### config.mk
export PLATFORM = sky130hd
export DESIGN_NAME = local_interrupt_controller_timer
export DESIGN_NICKNAME = d
export VERILOG_FILES = /design/src/rtl/lict_pkg.sv /design/src/rtl/lict_timer.sv /design/src/rtl/lict_regs.sv /design/src/rtl/local_interrupt_controller_timer.sv
export VERILOG_INCLUDE_DIRS = /design/src /design/src/rtl
export SDC_FILE = /design/constraint.sdc
export NUM_CORES = 1
export LEC_CHECK = 0
export CELL_PAD_IN_SITES_DETAIL_PLACEMENT = 0
export CELL_PAD_IN_SITES_GLOBAL_PLACEMENT = 1
export CORE_UTILIZATION = 37
export CTS_BUF_LIST = sky130_fd_sc_hd__clkbuf_2 sky130_fd_sc_hd__clkbuf_4 sky130_fd_sc_hd__clkbuf_8
export DETAILED_ROUTE_END_ITERATION = 8
export DONT_BUFFER_PORTS = 1
export GPL_TIMING_DRIVEN = 1
export PLACE_DENSITY = 0.61
export SYNTH_ARGS = -nofsm -noshare
export SYNTH_HDL_FRONTEND = slang
export SYNTH_SLANG_ARGS = --single-unit
### constraint.sdc
create_clock -name clk -period 5.17 [get_ports clk]
set_input_delay 1.034 -clock clk [delete_from_list [all_inputs] [get_ports clk]]
set_output_delay 1.034 -clock clk [all_outputs]
set_load 0.03 [all_outputs]
### src/rtl/local_interrupt_controller_timer_macros.svh
// assertion macros shared by the rtl files
// each check is clocked on clk and held off while rst_n is low
`ifndef LOCAL_INTERRUPT_CONTROLLER_TIMER_MACROS_SVH
`define LOCAL_INTERRUPT_CONTROLLER_TIMER_MACROS_SVH

`ifndef SYNTH
`define LICT_CHK(label, prop, msg) \
  label: assert property (@(posedge clk) disable iff (!rst_n) (prop)) else $error(msg);
`define LICT_CHK_NEXT(label, cond, prop, msg) \
  label: assert property (@(posedge clk) disable iff (!rst_n) (cond) |=> (prop)) else $error(msg);
`else
`define LICT_CHK(label, prop, msg)
`define LICT_CHK_NEXT(label, cond, prop, msg)
`endif

`endif

### src/rtl/lict_pkg.sv
`default_nettype none
package lict_pkg;

  // default count width
  localparam int COUNT_BITS_DEF = 32;
  localparam int PRESCALE_BITS  = 7;

  // request kinds
  typedef enum logic [1:0] {
    KIND_READ  = 2'd0,
    KIND_WRITE = 2'd1,
    KIND_TICK  = 2'd2,
    KIND_ACK   = 2'd3
  } kind_t;

  // register byte offsets
  localparam logic [9:0] OFS_ID       = 10'h020;
  localparam logic [9:0] OFS_EOI      = 10'h0B0;
  localparam logic [9:0] OFS_SPUR     = 10'h0F0;
  localparam logic [9:0] OFS_CMD_LO   = 10'h300;
  localparam logic [9:0] OFS_CMD_HI   = 10'h310;
  localparam logic [9:0] OFS_TMR_LVT  = 10'h320;
  localparam logic [9:0] OFS_LINT0    = 10'h350;
  localparam logic [9:0] OFS_INIT_CNT = 10'h380;
  localparam logic [9:0] OFS_CUR_CNT  = 10'h390;
  localparam logic [9:0] OFS_DIVIDE   = 10'h3E0;

  // bit positions
  localparam int LVT_MASK_BIT = 16;
  localparam int PENDING_BIT  = 12;
  localparam int SW_EN_BIT    = 8;

  // reset values
  localparam logic [31:0] LVT_RESET  = 32'h0001_0000;
  localparam logic [8:0]  SPUR_RESET = 9'h0FF;

  // one result, read_data in the lowest bits
  typedef struct packed {
    logic        eoi_pulse;
    logic        ipi_trigger;
    logic        ipi_level;
    logic [2:0]  ipi_mode;
    logic [7:0]  ipi_vector;
    logic [7:0]  ipi_dest;
    logic        ipi_send;
    logic [7:0]  timer_vector;
    logic        timer_irq;
    logic [31:0] read_data;
  } result_t;

  // timer controls for the current request
  typedef struct packed {
    logic tick;
    logic load;
  } tmr_ctrl_t;

  // divide setting to tick divisor: {3,1,0} 000..110 -> 2..128, 111 -> 1
  function automatic logic [7:0] divisor(input logic [3:0] cfg);
    logic [2:0] sel;
    sel = {cfg[3], cfg[1:0]};
    return (sel == 3'b111) ? 8'd1 : (8'd2 << sel);
  endfunction

endpackage
`default_nettype wire

### src/rtl/lict_timer.sv
`default_nettype none
`include "local_interrupt_controller_timer_macros.svh"
module lict_timer #(
  parameter int COUNT_BITS = lict_pkg::COUNT_BITS_DEF
) (
  input  wire logic                  clk,
  input  wire logic                  rst_n,
  input  wire lict_pkg::tmr_ctrl_t   ctrl,
  input  wire logic [COUNT_BITS-1:0] load_val,
  input  wire logic [3:0]            divide_cfg,
  output logic      [COUNT_BITS-1:0] count,
  output logic                       expire
);
  import lict_pkg::*;

  logic [PRESCALE_BITS-1:0] pre_r, pre_nxt, pre_inc;
  logic [COUNT_BITS-1:0]    count_r, count_nxt, count_dec;
  logic                     roll;

  // prescaler and countdown
  always_comb begin
    pre_inc   = pre_r + 1'b1;
    count_dec = count_r - {{(COUNT_BITS-1){1'b0}}, 1'b1};
    roll      = ({1'b0, pre_inc} >= divisor(divide_cfg)) || (pre_inc == '0);
    pre_nxt   = pre_r;
    count_nxt = count_r;
    expire    = 1'b0;
    if (ctrl.load) begin
      count_nxt = load_val;
      pre_nxt   = '0;
    end else if (ctrl.tick && (count_r != '0)) begin
      if (roll) begin
        pre_nxt   = '0;
        count_nxt = count_dec;
        expire    = (count_dec == '0);
      end else begin
        pre_nxt = pre_inc;
      end
    end
  end

  always_ff @(posedge clk) begin
    if (!rst_n) begin
      pre_r   <= '0;
      count_r <= '0;
    end else begin
      pre_r   <= pre_nxt;
      count_r <= count_nxt;
    end
  end

  assign count = count_r;

  `LICT_CHK_NEXT(a_expire_zero, expire, count_r == '0, "expiry left a nonzero count")
  `LICT_CHK_NEXT(a_stopped_holds, (!ctrl.load && count_r == '0), count_r == '0, "stopped timer moved without a load")

endmodule
`default_nettype wire

### src/rtl/lict_regs.sv
`default_nettype none
`include "local_interrupt_controller_timer_macros.svh"
module lict_regs #(
  parameter int COUNT_BITS = lict_pkg::COUNT_BITS_DEF
) (
  input  wire logic              clk,
  input  wire logic              rst_n,
  input  wire logic              go,
  input  wire lict_pkg::kind_t   kind,
  input  wire logic [9:0]        reg_offset,
  input  wire logic [31:0]       write_data,
  input  wire logic [7:0]        identity,
  output lict_pkg::result_t      res
);
  import lict_pkg::*;

  logic [8:0]            spur_r, spur_nxt;
  logic [31:0]           lint0_r, lint0_nxt;
  logic [31:0]           tlvt_r, tlvt_nxt;
  logic [7:0]            cmd_hi_r, cmd_hi_nxt;
  logic [15:0]           cmd_lo_r, cmd_lo_nxt;
  logic                  pend_r, pend_nxt;
  logic [COUNT_BITS-1:0] init_r, init_nxt;
  logic [3:0]            div_r, div_nxt;
  logic [COUNT_BITS-1:0] cur_count;
  logic                  expire;
  logic                  is_wr;
  tmr_ctrl_t             tctrl;

  assign is_wr = go && (kind == KIND_WRITE);

  // timer controls
  always_comb begin
    tctrl.tick = go && (kind == KIND_TICK);
    tctrl.load = is_wr && (reg_offset == OFS_INIT_CNT);
  end

  lict_timer #(.COUNT_BITS(COUNT_BITS)) u_timer (
    .clk        (clk),
    .rst_n      (rst_n),
    .ctrl       (tctrl),
    .load_val   (write_data[COUNT_BITS-1:0]),
    .divide_cfg (div_r),
    .count      (cur_count),
    .expire     (expire)
  );

  // register writes and result
  always_comb begin
    spur_nxt   = spur_r;
    lint0_nxt  = lint0_r;
    tlvt_nxt   = tlvt_r;
    cmd_hi_nxt = cmd_hi_r;
    cmd_lo_nxt = cmd_lo_r;
    pend_nxt   = pend_r;
    init_nxt   = init_r;
    div_nxt    = div_r;
    res        = '0;

    if (go && (kind == KIND_ACK)) begin
      pend_nxt = 1'b0;
    end

    if (go && (kind == KIND_READ)) begin
      unique case (reg_offset)
        OFS_ID:       res.read_data = {identity, 24'd0};
        OFS_SPUR:     res.read_data = 32'(spur_r);
        OFS_LINT0:    res.read_data = lint0_r;
        OFS_CMD_LO:   res.read_data = 32'({cmd_lo_r[15:13], pend_r, cmd_lo_r[11:0]});
        OFS_CMD_HI:   res.read_data = {cmd_hi_r, 24'd0};
        OFS_TMR_LVT:  res.read_data = tlvt_r;
        OFS_INIT_CNT: res.read_data = 32'(init_r);
        OFS_CUR_CNT:  res.read_data = 32'(cur_count);
        OFS_DIVIDE:   res.read_data = 32'(div_r);
        default:      res.read_data = '0;
      endcase
    end

    if (is_wr) begin
      unique case (reg_offset)
        OFS_EOI:      res.eoi_pulse = 1'b1;
        OFS_SPUR:     spur_nxt = write_data[8:0];
        OFS_LINT0:    lint0_nxt = write_data;
        OFS_CMD_HI:   cmd_hi_nxt = write_data[31:24];
        OFS_CMD_LO: begin
          cmd_lo_nxt       = {write_data[15:13], 1'b0, write_data[11:0]};
          pend_nxt         = 1'b1;
          res.ipi_send     = 1'b1;
          res.ipi_dest     = cmd_hi_r;
          res.ipi_vector   = write_data[7:0];
          res.ipi_mode     = write_data[10:8];
          res.ipi_level    = write_data[14];
          res.ipi_trigger  = write_data[15];
        end
        OFS_TMR_LVT:  tlvt_nxt = write_data;
        OFS_INIT_CNT: init_nxt = write_data[COUNT_BITS-1:0];
        OFS_DIVIDE:   div_nxt = {write_data[3], 1'b0, write_data[1:0]};
        default:      ;
      endcase
    end

    // timer delivery
    if (expire && !tlvt_r[LVT_MASK_BIT] && spur_r[SW_EN_BIT]) begin
      res.timer_irq    = 1'b1;
      res.timer_vector = tlvt_r[7:0];
    end
  end

  always_ff @(posedge clk) begin
    if (!rst_n) begin
      spur_r   <= SPUR_RESET;
      lint0_r  <= LVT_RESET;
      tlvt_r   <= LVT_RESET;
      cmd_hi_r <= '0;
      cmd_lo_r <= '0;
      pend_r   <= 1'b0;
      init_r   <= '0;
      div_r    <= '0;
    end else begin
      spur_r   <= spur_nxt;
      lint0_r  <= lint0_nxt;
      tlvt_r   <= tlvt_nxt;
      cmd_hi_r <= cmd_hi_nxt;
      cmd_lo_r <= cmd_lo_nxt;
      pend_r   <= pend_nxt;
      init_r   <= init_nxt;
      div_r    <= div_nxt;
    end
  end

  `LICT_CHK_NEXT(a_ack_clears, (go && kind == KIND_ACK), !pend_r, "ack left pending set")
  `LICT_CHK_NEXT(a_launch_sets, res.ipi_send, pend_r, "launch did not set pending")

endmodule
`default_nettype wire

### src/rtl/local_interrupt_controller_timer.sv
`default_nettype none
// Local interrupt controller with a one-shot timer and IPI launch on an xAPIC-style register
// map. Every request (bus read, bus write, timer tick or IPI acknowledge, chosen by in_tuser)
// gives exactly one result. The block takes one request per clock while out_tready stays high:
// a request is registered in the input stage, where the register file and timer update in a
// single pass, and its result is then shown from the output register. While a result waits
// in the output register the input stage takes at most one more request and then holds
// in_tready low until the result is taken. cfg_data sets the identity returned in ID bits
// 31:24; write it only while the block is idle.
`include "local_interrupt_controller_timer_macros.svh"
module local_interrupt_controller_timer #(
  parameter int COUNT_BITS = lict_pkg::COUNT_BITS_DEF
) (
  input  wire logic        clk,
  input  wire logic        rst_n,
  // configuration
  input  wire logic        cfg_valid,
  output logic             cfg_ready,
  input  wire logic [7:0]  cfg_data,     // apic_identity
  // request channel
  input  wire logic        in_tvalid,
  output logic             in_tready,
  input  wire logic [47:0] in_tdata,     // reg_offset[9:0], write_data[41:10], zero pad
  input  wire logic [1:0]  in_tuser,     // kind[1:0]
  // result channel
  output logic             out_tvalid,
  input  wire logic        out_tready,
  output logic [63:0]      out_tdata     // read_data[31:0], timer_irq[32], timer_vector[40:33],
                                         // ipi_send[41], ipi_dest[49:42], ipi_vector[57:50],
                                         // ipi_mode[60:58], ipi_level[61], ipi_trigger[62],
                                         // eoi_pulse[63]
);
  import lict_pkg::*;

  logic        in_valid_r, in_valid_nxt;
  kind_t       kind_r;
  logic [9:0]  ofs_r;
  logic [31:0] wd_r;
  logic        out_valid_r, out_valid_nxt;
  result_t     res_r, res;
  logic [7:0]  ident_r;
  logic        adv, go, in_acc;

  // identity register
  assign cfg_ready = 1'b1;
  always_ff @(posedge clk) begin
    if (!rst_n) begin
      ident_r <= '0;
    end else if (cfg_valid) begin
      ident_r <= cfg_data;
    end
  end

  // stage control
  assign adv       = !out_valid_r || out_tready;
  assign go        = in_valid_r && adv;
  assign in_tready = !in_valid_r || adv;
  assign in_acc    = in_tvalid && in_tready;

  always_comb begin
    in_valid_nxt = in_acc ? 1'b1 : (go ? 1'b0 : in_valid_r);
    out_valid_nxt = go ? 1'b1 : (out_tready ? 1'b0 : out_valid_r);
  end

  always_ff @(posedge clk) begin
    if (!rst_n) begin
      in_valid_r  <= 1'b0;
      out_valid_r <= 1'b0;
    end else begin
      in_valid_r  <= in_valid_nxt;
      out_valid_r <= out_valid_nxt;
    end
  end

  // input stage payload
  always_ff @(posedge clk) begin
    if (in_acc) begin
      kind_r <= kind_t'(in_tuser);
      ofs_r  <= in_tdata[9:0];
      wd_r   <= in_tdata[41:10];
    end
  end

  lict_regs #(.COUNT_BITS(COUNT_BITS)) u_regs (
    .clk        (clk),
    .rst_n      (rst_n),
    .go         (go),
    .kind       (kind_r),
    .reg_offset (ofs_r),
    .write_data (wd_r),
    .identity   (ident_r),
    .res        (res)
  );

  // result register
  always_ff @(posedge clk) begin
    if (go) begin
      res_r <= res;
    end
  end

  assign out_tvalid = out_valid_r;
  assign out_tdata  = res_r;

  `LICT_CHK_NEXT(a_stage_holds, (in_valid_r && !adv), in_valid_r, "input stage dropped a request")
  `LICT_CHK(a_irq_ipi_excl, !(out_valid_r && res_r.timer_irq && res_r.ipi_send), "timer irq and ipi launch in one result")

endmodule
`default_nettype wire

==> flow_results.org <==
** Synth
- Yosys mapped a number of flops with a built-in enable equal to between 100 and 150.
- Distinct cell type count after synthesis :: 64
- Counting flops and latches in the post-synthesis netlist gives between 200 and 300.
- Synthesized instance count :: 1205
- Synthesis warning total :: 0
- Part of the Yosys area used for sequential elements :: a little under three fifths
- Async S/R FF share, synth :: 0%
- Post-synthesis average cell area :: a little over 10 µm²
- The number of nets in the synthesized netlist is approximately 1300.
- Most used DFF post-synth :: sky130_fd_sc_hd__dfxtp_1
- The mapped netlist covers between 10000 and 15000 µm².

** Routing
- The routed design has 33090 µm of wire.
- After the first detailed-routing iteration, the DRC count stood at 597.
- After detailed routing, the number of vias per cell comes to between 5 and 6.
- The first detailed-routing pass took 5 iterations.
- Routed via count :: between 9000 and 10000
- ANT nets after route :: 0
- Residual DRC count :: 0
- Average routed wire per standard cell :: 19.71 µm

** Final layout
- # diodes :: 0
- The final layout contains 1269 nets.
- Leaving out filler cells and counting taps, the final layout contains 1679.
- After filler insertion, the fill cell instance count of the layout stands at between 3000 and 4000.
- The post-route netlist has ~11% of its cells at a drive strength greater than 1.
- Post-route core utilization :: between 40 and 50%
- Compared with the post-synthesis result, the final layout area differs by 12.69%.

** STA
- Post-Route Setup TNS :: 0 ps
- Setup repair after global routing left no endpoint under its margin.
- The smallest clock period supported by the final layout is computed as about 3600 ps.
- Final number of max-transition violations :: 0
- At the pin with the least slew margin, the transition time is 1163 ps.
- Final hold viol count :: 0
- Clock skew on the completed layout was measured at around 23 ps.
- Endpoints failing setup :: 0
- The worst pin sits at a relative slew slack of 21.88%.
- Final hold slack :: 453.9 ps
- Fin worst setup slack :: about 1600 ps
- After layout, the worst path uses between 60 and 70% of the clock period.
- Based on the critical path, the design can be clocked at up to around 280 MHz.

** Die
- Die footprint :: between 30000 and 40000 µm²
- Horiz. Die Dim :: 184.0 µm
- Area of the core :: about 33000 µm²
- Row count :: between 60 and 70
- Top Ports :: 130
- Chip height :: 184.0 µm
- Initial cell density of the core :: roughly 38%

** Clocking
- Once the clock tree was built, the resizer swapped 0 gates to a different size.
- Maximum level of the CTS H-tree :: 2
- TritonCTS built the clock tree.
- The number of setup buffers added after CTS is 0.
- Maximum clock path buffer count :: 3
- The clock reaches the later pin of the worst-skew pair after between 500 and 600 ps.
- Number of hold-repair buffers added at the cts stage :: 0
- The clock drives about 290 sinks.
- In this run, CTS created clock tree buffers numbering 50.
- Clock-pin slew was measured on the worst setup and hold paths at around 60 ps.
- Clock root cell :: sky130_fd_sc_hd__clkbuf_8

** Setup path
- Buffer and inverter count on the worst path :: 1
- Critical Path Slowest Stage Cell :: sky130_fd_sc_hd__a2bb2oi_4
- Largest driver fanout on the critical path :: 29
- Setup crit end kind :: flop
- The critical path goes through ha_1 -> xor2_1 -> ha_1 -> a211o_1 -> a31oi_1 -> o21ai_0 -> a2bb2oi_4 -> buf_4 -> o21ai_0 -> o221a_2.
- Total number of cells along the worst setup path :: 10
- The largest single stage delay on the critical path is approximately 650 ps.
- STA puts the critical path data arrival time at around 4100 ps.
- Cell count of the worst reg-to-reg path :: 10
- Data on the critical path is required at its endpoint by around 5600 ps.
- Setup crit start kind :: flop
- Broken down by cell family, the worst path's largest delay share belongs to compound AO/OA/AOI/OAI gates.
- The worst setup path is of the reg -> reg kind.

** Run
- Number of max-cap violations :: 0

** Place
- Routability-driven placement finished with a final weighted congestion of roughly 0.77.
- Final HPWL from detailed placement :: ~21000 µm
- Input/output buffers :: 0
- Pre-CTS setup slack :: roughly 1500 ps
- Placed cells :: 1585

** Power
- Power spread over the standard cell area amounts to about 350 nW/µm².
- In this run the static leakage power is between 4 and 5 nW.
- VDD IR max :: 0.1888 mV

** GRT
- Global-route wire length before repair :: ~53000 µm
- Largest net degree at the start of global routing :: between 70 and 80
- Residual overflow from global routing :: 0
- The number of antenna violations at the first check in global routing is 0.
- The via count of the first global-routing pass is ~9000.
- For this run, the total global-route usage over all layers was measured as roughly a fifth.

** Run status
- The run finished with clean final reports.

** Hold path
- The worst hold path passes through 2 cells.
- The tightest min-delay check is of the reg -> reg type.
-- layout by cell type, fill, tap and decap left out, types with 19 or more instances in the layout --
cell / Yosys / layout
sky130_fd_sc_hd__nor3_1: 24 / 21
sky130_fd_sc_hd__a21oi_1: 77 / 77
sky130_fd_sc_hd__mux2i_1: 83 / 83
sky130_fd_sc_hd__or3_1: 27 / 27
sky130_fd_sc_hd__clkbuf_8: 0 / 53
sky130_fd_sc_hd__o21ai_0: 33 / 33
sky130_fd_sc_hd__dfxtp_1: 181 / 181
sky130_fd_sc_hd__nor2_1: 102 / 98
sky130_fd_sc_hd__a31oi_1: 44 / 44
sky130_fd_sc_hd__or4_1: 23 / 23
sky130_fd_sc_hd__nand3_1: 21 / 21
sky130_fd_sc_hd__edfxtp_1: 108 / 108
sky130_fd_sc_hd__a222oi_1: 19 / 19
sky130_fd_sc_hd__buf_4: 2 / 22
sky130_fd_sc_hd__inv_1: 27 / 27
sky130_fd_sc_hd__nand2_1: 149 / 148
sky130_fd_sc_hd__a22oi_1: 53 / 53
-- report_power, final --
part / switching [W] / internal [W] / total, W
clock: 0.000946 / 0.00131 / 0.00225
sequential: 0.0000676 / 0.00241 / 0.00247
combinational: 0.0000564 / 0.0000158 / 0.0000722
-- stage by stage --
stage | cell area (µm²) | total power (W)
finish | 13800 | 0.004797
global route | 13800 | 0.004981
CTS | 13800 | 0.004866
detailed placement | 12710 | 0.002595
global placement | 12710 | 0.002595
floorplan | 12250 | 0.002564
-- layout make-up --
type | count | area [µm²] | share of cell area (%)
clock buffer | 67 | 834.6 | 6.045
inverter | 28 | 107.6 | 0.7795
sequential | 289 | 6867 | 49.74
clock inverter | 27 | 255.2 | 1.849
multi-input combinational | 804 | 5022 | 36.38
timing repair buffer | 22 | 165.2 | 1.196
tap | 442 | 553.0 | 4.006
-- worst min-delay path, cell delays in order (launching register included) --
cell                      delay (ps)
sky130_fd_sc_hd__dfxtp_1         310
sky130_fd_sc_hd__nand2_1          50
sky130_fd_sc_hd__a21oi_1          50
-- flip-flops by register name, summed over array words and instances (netlist names), 2 cells and up --
| register | cells |
|---|---|
| out_tdata | 64 |
| u_regs.init_r | 32 |
| u_regs.lint0_r | 32 |
| u_regs.tlvt_r | 32 |
| u_regs.u_timer.count | 32 |
| wd_r | 32 |
| u_regs.cmd_lo_r | 15 |
| ofs_r | 10 |
| u_regs.spur_r | 9 |
| ident_r | 8 |
| u_regs.cmd_hi_r | 8 |
| u_regs.u_timer.pre_r | 7 |
| u_regs.div_r | 3 |
| kind_r | 2 |
-- per-layer routing --
layer  track usage (%)  vias to the layer above  wire [µm]
met5                 0                        -          0
met4             5.067                        0        548
met3             3.130                       46       1247
met2             31.61                      187      15140
met1             27.94                     4414      16160
li1                  -                     4449          -
-- cells by family after synthesis --
| kind of cell | after synthesis | share of synthesized area (%) |
|---|---|---|
| fa+ha+maj | 11 | 1.123 |
| xor+xnor | 11 | 0.7864 |
| buf+inv | 112 | 3.605 |
| simple gates | 422 | 16.74 |
| compound gates | 276 | 14.88 |
| flops | 289 | 56.05 |
| mux | 83 | 6.782 |
| other cells | 1 | 0.03061 |
-- Yosys cell counts (8+ instances only) --
| cell type | number | area [µm²] |
|---|---|---|
| sky130_fd_sc_hd__dfxtp_1 | 181 | 3623 |
| sky130_fd_sc_hd__clkbuf_1 | 70 | 262.8 |
| sky130_fd_sc_hd__a222oi_1 | 19 | 190.2 |
| sky130_fd_sc_hd__mux2i_1 | 83 | 830.8 |
| sky130_fd_sc_hd__or3_1 | 27 | 168.9 |
| sky130_fd_sc_hd__nand2_1 | 149 | 559.3 |
| sky130_fd_sc_hd__nand2b_1 | 9 | 56.30 |
| sky130_fd_sc_hd__o31ai_1 | 16 | 120.1 |
| sky130_fd_sc_hd__a31oi_1 | 44 | 275.3 |
| sky130_fd_sc_hd__nor2_1 | 102 | 382.9 |
| sky130_fd_sc_hd__or4_1 | 23 | 172.7 |
| sky130_fd_sc_hd__ha_1 | 11 | 137.6 |
| sky130_fd_sc_hd__a21oi_1 | 77 | 385.4 |
| sky130_fd_sc_hd__buf_2 | 11 | 55.05 |
| sky130_fd_sc_hd__o21ai_0 | 33 | 165.2 |
| sky130_fd_sc_hd__nand4_1 | 8 | 50.05 |
| sky130_fd_sc_hd__nand3_1 | 21 | 105.1 |
| sky130_fd_sc_hd__nor3_1 | 24 | 120.1 |
| sky130_fd_sc_hd__edfxtp_1 | 108 | 3243 |
| sky130_fd_sc_hd__and2_1 | 14 | 87.58 |
| sky130_fd_sc_hd__nor4_1 | 10 | 62.56 |
| sky130_fd_sc_hd__inv_1 | 27 | 101.4 |
| sky130_fd_sc_hd__a22oi_1 | 53 | 397.9 |
-- final timing paths --
check / start / to / slack, ps
max: u_regs.u_timer.pre_r[0] / u_regs.u_timer.count[14] / 1560
min: u_regs.init_r[6] / u_regs.init_r[6] / 450
max reg2reg: u_regs.u_timer.pre_r[0] / u_regs.u_timer.count[14] / 1560
min reg2reg: u_regs.init_r[6] / u_regs.init_r[6] / 450
No activity file was read; power rests on OpenSTA's default activity.
